## src/hw/rtl/mmpc_pkg.sv

```systemverilog
// Shared types, constants and helper functions of the meter map position converter.
`timescale 1ns / 1ps
package mmpc_pkg;

	localparam int unsigned TICK_W        = 48;
	localparam int unsigned BAR_W         = 31;
	localparam int unsigned MAX_SIGS      = 16;
	localparam int unsigned IDX_W         = 4;
	localparam int unsigned CNT_W         = 5;
	localparam int unsigned BAR_LEN_W     = 20;
	localparam int unsigned BEAT_LEN_W    = 12;
	localparam int unsigned ACC_W         = 53;
	localparam int unsigned IN_DATA_W     = 144;
	localparam int unsigned OUT_DATA_W    = 112;

	// whole-note length in ticks (4 quarters of 960 ticks)
	localparam logic [11:0] WHOLE_TICKS   = 12'd3840;
	localparam logic [7:0]  SIXTEENTH_TICKS = 8'd240;
	localparam logic [7:0]  DEFAULT_SIG   = 8'd4;
	localparam logic [TICK_W-1:0] TICK_MAX = {TICK_W{1'b1}};
	localparam logic [BAR_W-1:0]  BAR_MAX  = {BAR_W{1'b1}};

	// reciprocal of the sixteenth length, exact for any remainder below a whole note
	localparam logic [12:0] SIX_RECIP       = 13'd4370;
	localparam int unsigned SIX_RECIP_SHIFT = 20;

	typedef enum logic [1:0] {
		KIND_INSERT = 2'd0,
		KIND_REMOVE = 2'd1,
		KIND_T2P    = 2'd2,
		KIND_P2T    = 2'd3
	} kind_t;

	typedef enum logic [2:0] {
		STAT_OK      = 3'd0,
		STAT_BAD_SIG = 3'd1,
		STAT_FULL    = 3'd2,
		STAT_NO_RM0  = 3'd3,
		STAT_BAD_POS = 3'd4
	} stat_t;

	typedef enum logic {
		REG_BASE_NUM = 1'b0,
		REG_BASE_DEN = 1'b1
	} reg_idx_t;

	typedef enum logic [3:0] {
		OP_NONE        = 4'd0,
		OP_LOAD        = 4'd1,
		OP_ERR         = 4'd2,
		OP_STEP        = 4'd3,
		OP_COMMIT      = 4'd4,
		OP_SEG_INIT    = 4'd5,
		OP_SPAN_START  = 4'd6,
		OP_SPAN_DONE   = 4'd7,
		OP_SINCE_START = 4'd8,
		OP_SINCE_DONE  = 4'd9,
		OP_BEAT_DONE   = 4'd10,
		OP_CALC1       = 4'd12,
		OP_CALC2       = 4'd13,
		OP_CALC3       = 4'd14,
		OP_FIN         = 4'd15
	} dp_op_t;

	typedef struct packed {
		dp_op_t op;
	} dp_cmd_t;

	typedef struct packed {
		kind_t kind;
		logic  err;
		logic  scan_go;
		logic  seg_more;
		logic  span_hit;
		logic  div_busy;
		logic  out_busy;
	} dp_sts_t;

	function automatic logic sig_valid(input logic [7:0] num, input logic [7:0] den);
		return (num != 8'd0) && (den != 8'd0) && (den <= 8'd128) &&
			((den & (den - 8'd1)) == 8'd0);
	endfunction

	function automatic logic [2:0] den_log2(input logic [7:0] den);
		logic [2:0] r;
		r = 3'd0;
		for (int i = 0; i < 8; i++) begin
			if (den[i]) begin
				r = 3'(i);
			end
		end
		return r;
	endfunction

	function automatic logic [BAR_LEN_W-1:0] bar_len(input logic [7:0] num,
			input logic [7:0] den);
		logic [BAR_LEN_W-1:0] p;
		p = BAR_LEN_W'(num) * BAR_LEN_W'(WHOLE_TICKS);
		return p >> den_log2(den);
	endfunction

	function automatic logic [BEAT_LEN_W-1:0] beat_len(input logic [7:0] den);
		return WHOLE_TICKS >> den_log2(den);
	endfunction

endpackage

```

## src/hw/rtl/mmpc_ctrl.sv

```systemverilog
// Sequencing state machine of the meter map position converter.
`timescale 1ns / 1ps
module mmpc_ctrl
	import mmpc_pkg::*;
(
	input  logic    clk,
	input  logic    arst_n,
	input  logic    s_tvalid,
	output logic    s_tready,
	input  dp_sts_t sts,
	output dp_cmd_t cmd
);

	typedef enum logic [10:0] {
		ST_IDLE   = 11'b000_0000_0001,
		ST_CHECK  = 11'b000_0000_0010,
		ST_SCAN   = 11'b000_0000_0100,
		ST_SEG    = 11'b000_0000_1000,
		ST_DSPAN  = 11'b000_0001_0000,
		ST_DSINCE = 11'b000_0010_0000,
		ST_DBEAT  = 11'b000_0100_0000,
		ST_CALC1  = 11'b000_1000_0000,
		ST_CALC2  = 11'b001_0000_0000,
		ST_CALC3  = 11'b010_0000_0000,
		ST_FIN    = 11'b100_0000_0000
	} state_t;

	state_t state_q, state_d;

	assign s_tready = state_q == ST_IDLE;

	always_comb begin
		state_d = state_q;
		cmd.op  = OP_NONE;
		unique case (state_q)
			ST_IDLE: begin
				if (s_tvalid) begin
					cmd.op  = OP_LOAD;
					state_d = ST_CHECK;
				end
			end
			ST_CHECK: begin
				if (sts.err) begin
					cmd.op  = OP_ERR;
					state_d = ST_FIN;
				end else if (sts.kind == KIND_INSERT || sts.kind == KIND_REMOVE) begin
					state_d = ST_SCAN;
				end else begin
					cmd.op  = OP_SEG_INIT;
					state_d = ST_SEG;
				end
			end
			ST_SCAN: begin
				if (sts.scan_go) begin
					cmd.op = OP_STEP;
				end else begin
					cmd.op  = OP_COMMIT;
					state_d = ST_FIN;
				end
			end
			ST_SEG: begin
				if (sts.seg_more) begin
					cmd.op  = OP_SPAN_START;
					state_d = ST_DSPAN;
				end else if (sts.kind == KIND_T2P) begin
					cmd.op  = OP_SINCE_START;
					state_d = ST_DSINCE;
				end else begin
					state_d = ST_CALC1;
				end
			end
			ST_DSPAN: begin
				if (!sts.div_busy) begin
					if (sts.kind == KIND_P2T && sts.span_hit) begin
						state_d = ST_CALC1;
					end else begin
						cmd.op  = OP_SPAN_DONE;
						state_d = ST_SEG;
					end
				end
			end
			ST_DSINCE: begin
				if (!sts.div_busy) begin
					cmd.op  = OP_SINCE_DONE;
					state_d = ST_DBEAT;
				end
			end
			ST_DBEAT: begin
				if (!sts.div_busy) begin
					cmd.op  = OP_BEAT_DONE;
					state_d = ST_FIN;
				end
			end
			ST_CALC1: begin
				cmd.op  = OP_CALC1;
				state_d = ST_CALC2;
			end
			ST_CALC2: begin
				cmd.op  = OP_CALC2;
				state_d = ST_CALC3;
			end
			ST_CALC3: begin
				cmd.op  = OP_CALC3;
				state_d = ST_FIN;
			end
			ST_FIN: begin
				if (!sts.out_busy) begin
					cmd.op  = OP_FIN;
					state_d = ST_IDLE;
				end
			end
			default: begin
				state_d = ST_IDLE;
			end
		endcase
	end

	always_ff @(posedge clk or negedge arst_n) begin
		if (!arst_n) begin
			state_q <= ST_IDLE;
		end else begin
			state_q <= state_d;
		end
	end

endmodule

```

## config.mk

```make
export PLATFORM = sky130hd
export DESIGN_NAME = mmpc_ctrl
export DESIGN_NICKNAME = d
export VERILOG_FILES = /design/src/hw/rtl/mmpc_pkg.sv /design/src/hw/rtl/mmpc_ctrl.sv
export SDC_FILE = /design/constraint.sdc
export NUM_CORES = 1
export LEC_CHECK = 0
export BUFFER_PORTS_ARGS = -buffer_cell sky130_fd_sc_hd__buf_2
export CORE_MARGIN = 3
export CORE_UTILIZATION = 49
export CTS_CLUSTER_DIAMETER = 120
export DETAILED_ROUTE_END_ITERATION = 8
export PLACE_DENSITY_LB_ADDON = 0.1
export SYNTH_ARGS = -nofsm -noshare
export SYNTH_HDL_FRONTEND = slang
export SYNTH_SLANG_ARGS = --single-unit
```

## constraint.sdc

```tcl
create_clock -name clk -period 1.6 [get_ports clk]
set_input_delay 0.24 -clock clk [delete_from_list [all_inputs] [get_ports clk]]
set_output_delay 0.24 -clock clk [all_outputs]
set_load 0.005 [all_outputs]
```

* After elaboration in Yosys (flattened, before gate mapping)
Index checks and enable logic that the tools add are counted.
** Word-level totals
- Word-level logic and storage cells :: 49
- Register bits after elaboration :: 11
** Operators by class
- Equality and inequality tests :: 20
- Muxes and demuxes :: 24
- Reduce and logical (&&, ||, !) cells :: 4
** Operators by type and width (count)
- $pmux W11 S11 :: 1
- $mux W11 :: 7
- $pmux W4 S11 :: 1
- $mux W4 :: 6
- $mux W8 :: 3
- $mux W3 :: 5
- $ne A2 B2 Y1 const B :: 6
- $eq A11 B1 Y1 const B :: 1
- $eq A11 B10 Y1 const B :: 1
- $eq A11 B11 Y1 const B :: 1
- $eq A11 B2 Y1 const B :: 1
- $eq A11 B3 Y1 const B :: 1
- $eq A11 B4 Y1 const B :: 1
- $eq A11 B5 Y1 const B :: 1
- $eq A11 B6 Y1 const B :: 1
- $eq A11 B7 Y1 const B :: 1
- $eq A11 B8 Y1 const B :: 1
- $eq A11 B9 Y1 const B :: 1
- $reduce_and A6 Y1 :: 1
- $eq A2 B2 Y1 const B :: 2
- $eq A2 B1 Y1 const B :: 1
- $logic_not A2 Y1 :: 1
- $logic_and A1 B1 Y1 :: 1
- $logic_or A1 B1 Y1 :: 1
- $mux W1 :: 1

* Longest topological paths before layout
- Depth in word-level cells :: 5
- Gate-level depth with buffers :: 6
- Mapped depth without buffers :: 5

* Worst setup path after synthesis
No wires, ideal clock.
- Kind :: register -> output
- Start point :: register state_q[5]
- End point :: output cmd[0] in the netlist's numbering
- Stages on the path, launching flop included :: 7
- Slack :: -0.172 ns
- Arrival time :: 1.532 ns
- Cells stage by stage :: dfrtp_1 buf_6 nor4_4 and3_2 nor3b_2 a32oi_1 nand4b_1
** RTL lines
- start, declared :: RTL line mmpc_ctrl.sv:28 : state_t state_q, state_d;
- start signal, assigned :: RTL line mmpc_ctrl.sv:122 : state_q <= state_d;
- end, declared :: RTL line mmpc_ctrl.sv:11 : output dp_cmd_t cmd

==> impl_metrics.ini <==
[global_route]
largest_net_degree_at_the_start_of_global_routing = 12
use_met3_pct = 6.73
first_global_vias = 1225
grt_antenna_before_repair = 0
groute.usage.overall_pct = 31.9
global_route_wire_length_before_repair_mm = 5.82
grt_util_met1_pct = 36.2
grt_busiest_layer = met2
global_route.overflow_total = 0
groute.layer.met2.usage_pct = 52.2

[cts]
ctsLongestPathBuffers = 2
cts_root_buf = sky130_fd_sc_hd__clkbuf_4
clk-insertion-delay-late_ns = 0.29
clk_transition_reported_paths_ns = 0.09
htreeDepth = 1
numCtsBuffers = 3
cts_tree = built
cts_sinks = 11

[sta]
min_period_over_period_pct = 133
transition_time_at_the_pin_with_the_least_slew_margin_ns = 0.324
finalMaxSlewViolations = 0
headroom_to_the_max_slew_limit_pct = 78.4
finalCriticalPeriod_ns = 2.13
clock-skew-final_ns = 0.00239
final_hold_fails = 0
maxClockFrequency_mhz = 469
setup_repair_after_global_routing_missed_its_margin = yes
post-route-worst-setup-slack_ns = -0.530
finalSetupViolations = 12

[setup_path]
max_stage_delay_ns = 0.44
critical_path_capture_point_type = primary output
worst_setup_path_startpoint = state_q[7]
r2r_start = state_q[7]
path_max_fanout = 6
worstPathCellList = nor4_4, buf_4, nand4_1, nand3b_1, o311ai_1, buf_2
critPathLaunchType = flop
setup.worst_path.class = flop to primary output
critical_path_arrival_ns = 1.89
rr_worst_depth = 9
cell_with_the_largest_stage_delay_on_the_worst_path = sky130_fd_sc_hd__dfrtp_1
worst-endpoint-required_ns = 1.36

[drt]
route.antenna.remaining_nets = 0
drt_drc_violations_left = 0
detail_route.first_pass.iterations = 4
viasPerCell = 6.47
routed-via-count = 1229
routed_wl_mm = 3.83
detailedRoute.firstIterationViolations = 81
wl_per_cell_um = 20.2

[power_and_ir_drop]
power_frac_comb_pct = 61.3
share_clk_of_total_power_pct = 14.9
power_leakage_uw = 0.000702
internal_portion_of_total_power_uw = 880
p_sw_share_pct = 41.6
peakVddDrop_mv = 0.850
seq_power_share_pct = 23.8
power_per_cell_area_nw_per_um2 = 1020
net-switching-power_uw = 628

[floorplanning]
initial_utilization_pct = 52.7
area_of_the_core_region_um2 = 1750
die_height_um = 49.3
die_width_um = 49.3
die_footprint_um2 = 2430
io_pins = 16
std_cell_rows = 15

[min_path]
hold_start = s_tvalid
hold_path_class = primary input to flop
worstHoldPathCells = 2

[yosys]
ys_seq_elements = 11
synth.yosys.seq_area_share_pct = 30.1
synth.distinct_cells = 48
syn-instance-count = 101
syn-mean-instance-area_um2 = 9.11
mappedNetlistArea_um2 = 920
synth_nets = 112
yosysWarnings = 0

[place]
dp_hpwl_mm = 2.32
placed_area_um2 = 1280
post-place-cells = 173
finalWeightedCongestion = 0.981
portBuffers = 15

[final_layout]
final_cell_mix = sky130_fd_sc_hd__buf_4 (47), sky130_fd_sc_hd__buf_2 (15), sky130_fd_sc_hd__dfrtp_1 (9), sky130_fd_sc_hd__nor2_1 (8), sky130_fd_sc_hd__inv_1 (6)
antennaDiodeCount = 0
layoutNonFillerInstCount = 190
proportion_of_layout_cells_with_a_drive_suffix_above_1_pct = 58.2
postLayoutCellArea_um2 = 1480
multiInputGateArea_um2 = 684
finish.net_count = 177
sequential_area_um2 = 278
largest_register_ffs = 11
area.growth.synth_to_final_pct = 61.4
n_fill_cell = 101
regMostFlops = state_q
reg_top3 = state_q x11
leading_cell_type_in_the_layout_fill_and_taps_excluded = sky130_fd_sc_hd__buf_4

[run_status]
violations = setup timing
run_status = finished with violations

[job]
drv.max_cap_violation_count = 0
## what timing repair did
item / 4_1_cts / 5_1_grt
pin swaps: 10 / 3
gates resized for setup: 13 / 5
hold buffers: 1 / 0
endpoints found under the setup margin: 10 / 13
endpoints found under the hold margin: 10 / 0
setup buffers: 10 / 5
## Yosys cell counts, drive strengths merged
cell,number,area (um^2)
nand3b,1,7.51
nand4,2,12.5
and4b,1,13.8
mux2i,1,10.0
nand2b,3,18.8
nand2,4,15.0
o2bb2ai,1,8.76
nor2,9,33.8
xnor2,2,17.5
a41oi,2,17.5
o22ai,1,6.26
a221oi,1,8.76
a31oi,3,33.8
nor2b,1,6.26
and2b,2,16.3
o31ai,2,15.0
a21o,1,7.51
clkbuf,2,12.5
and2,3,18.8
and3,3,21.3
dfrtp,10,250
buf,1,11.3
o21ai,9,56.3
or2b,1,7.51
nor3,3,20.0
o211ai,1,7.51
and4,2,18.8
o311ai,1,8.76
a32oi,1,8.76
or2,1,8.76
nand3,2,10.0
o2111ai,4,35.0
nor3b,3,27.5
nor4,3,33.8
o211a,1,17.5
nand4b,3,26.3
inv,7,26.3
xor2,2,17.5
dfstp,1,26.3
## path summary, 6_finish.rpt
path,to,slack [ns]
max reg2reg,state_q[10],-0.35
min in group asynchronous,state_q[1],0.35
min reg2reg,state_q[9],0.67
min,state_q[1],0.20
max,cmd[3],-0.53
max in group asynchronous,state_q[0],0.98
## power by group through the flow
| stage | registers, uW | logic, uW | clock network (uW) |
|---|---|---|---|
| global route | 361 | 977 | 235 |
| floorplan | 371 | 384 | 0 |
| global placement | 352 | 742 | 0 |
| detailed placement | 354 | 753 | 0 |
| CTS | 358 | 815 | 207 |
| finish | 358 | 925 | 225 |
## worst max-delay path: cells and delay by family (launching register included)
family	cells	cell delay, ns
and+or+nand+nor	3	0.70
DFF	1	0.44
buffers and inverters	2	0.36
AOI/OAI and AO/OA	1	0.10
## area by class of cell
| class | count | share of cell area [%] |
|---|---|---|
| Timing Repair Buffer | 63 | 29.5 |
| Sequential cell | 11 | 18.7 |
| Clock buffer | 4 | 1.77 |
| Tap cell | 25 | 2.11 |
| Multi-Input combinational cell | 80 | 46.1 |
| Inverter | 7 | 1.77 |
## stage by stage
step	TNS, ns	setup WS [ns]	util (%)	hold slack [ns]	total power [uW]
after detailed placement	-1.10	-0.193	73.4	0.129	1110
after floorplan	-0.319	-0.135	-	-0.0556	755
after global placement	-1.03	-0.178	73.4	0.126	1090
after global routing	-4.42	-0.558	85.0	0.206	1570
after CTS	-3.03	-0.438	82.6	0.195	1380
final	-3.92	-0.530	85.0	0.201	1510
## kinds of logic (layout without fill, tap and decap cells)
group	Yosys count	after routing	share of synthesized area, %
mux	1	1	1.09
xor+xnor	4	4	3.81
flops	11	11	30.1
buf+inv	10	74	5.44
simple gates	47	47	34.4
compound gates	28	28	25.2
## metal layers
metal | routed length [um] | vias to the layer above
li1 | - | 521
met1 | 1340 | 568
met2 | 1830 | 111
met3 | 450 | 29
met4 | 209 | 0
met5 | 0 | -
Note: power is estimated with default switching activity, not from simulation.
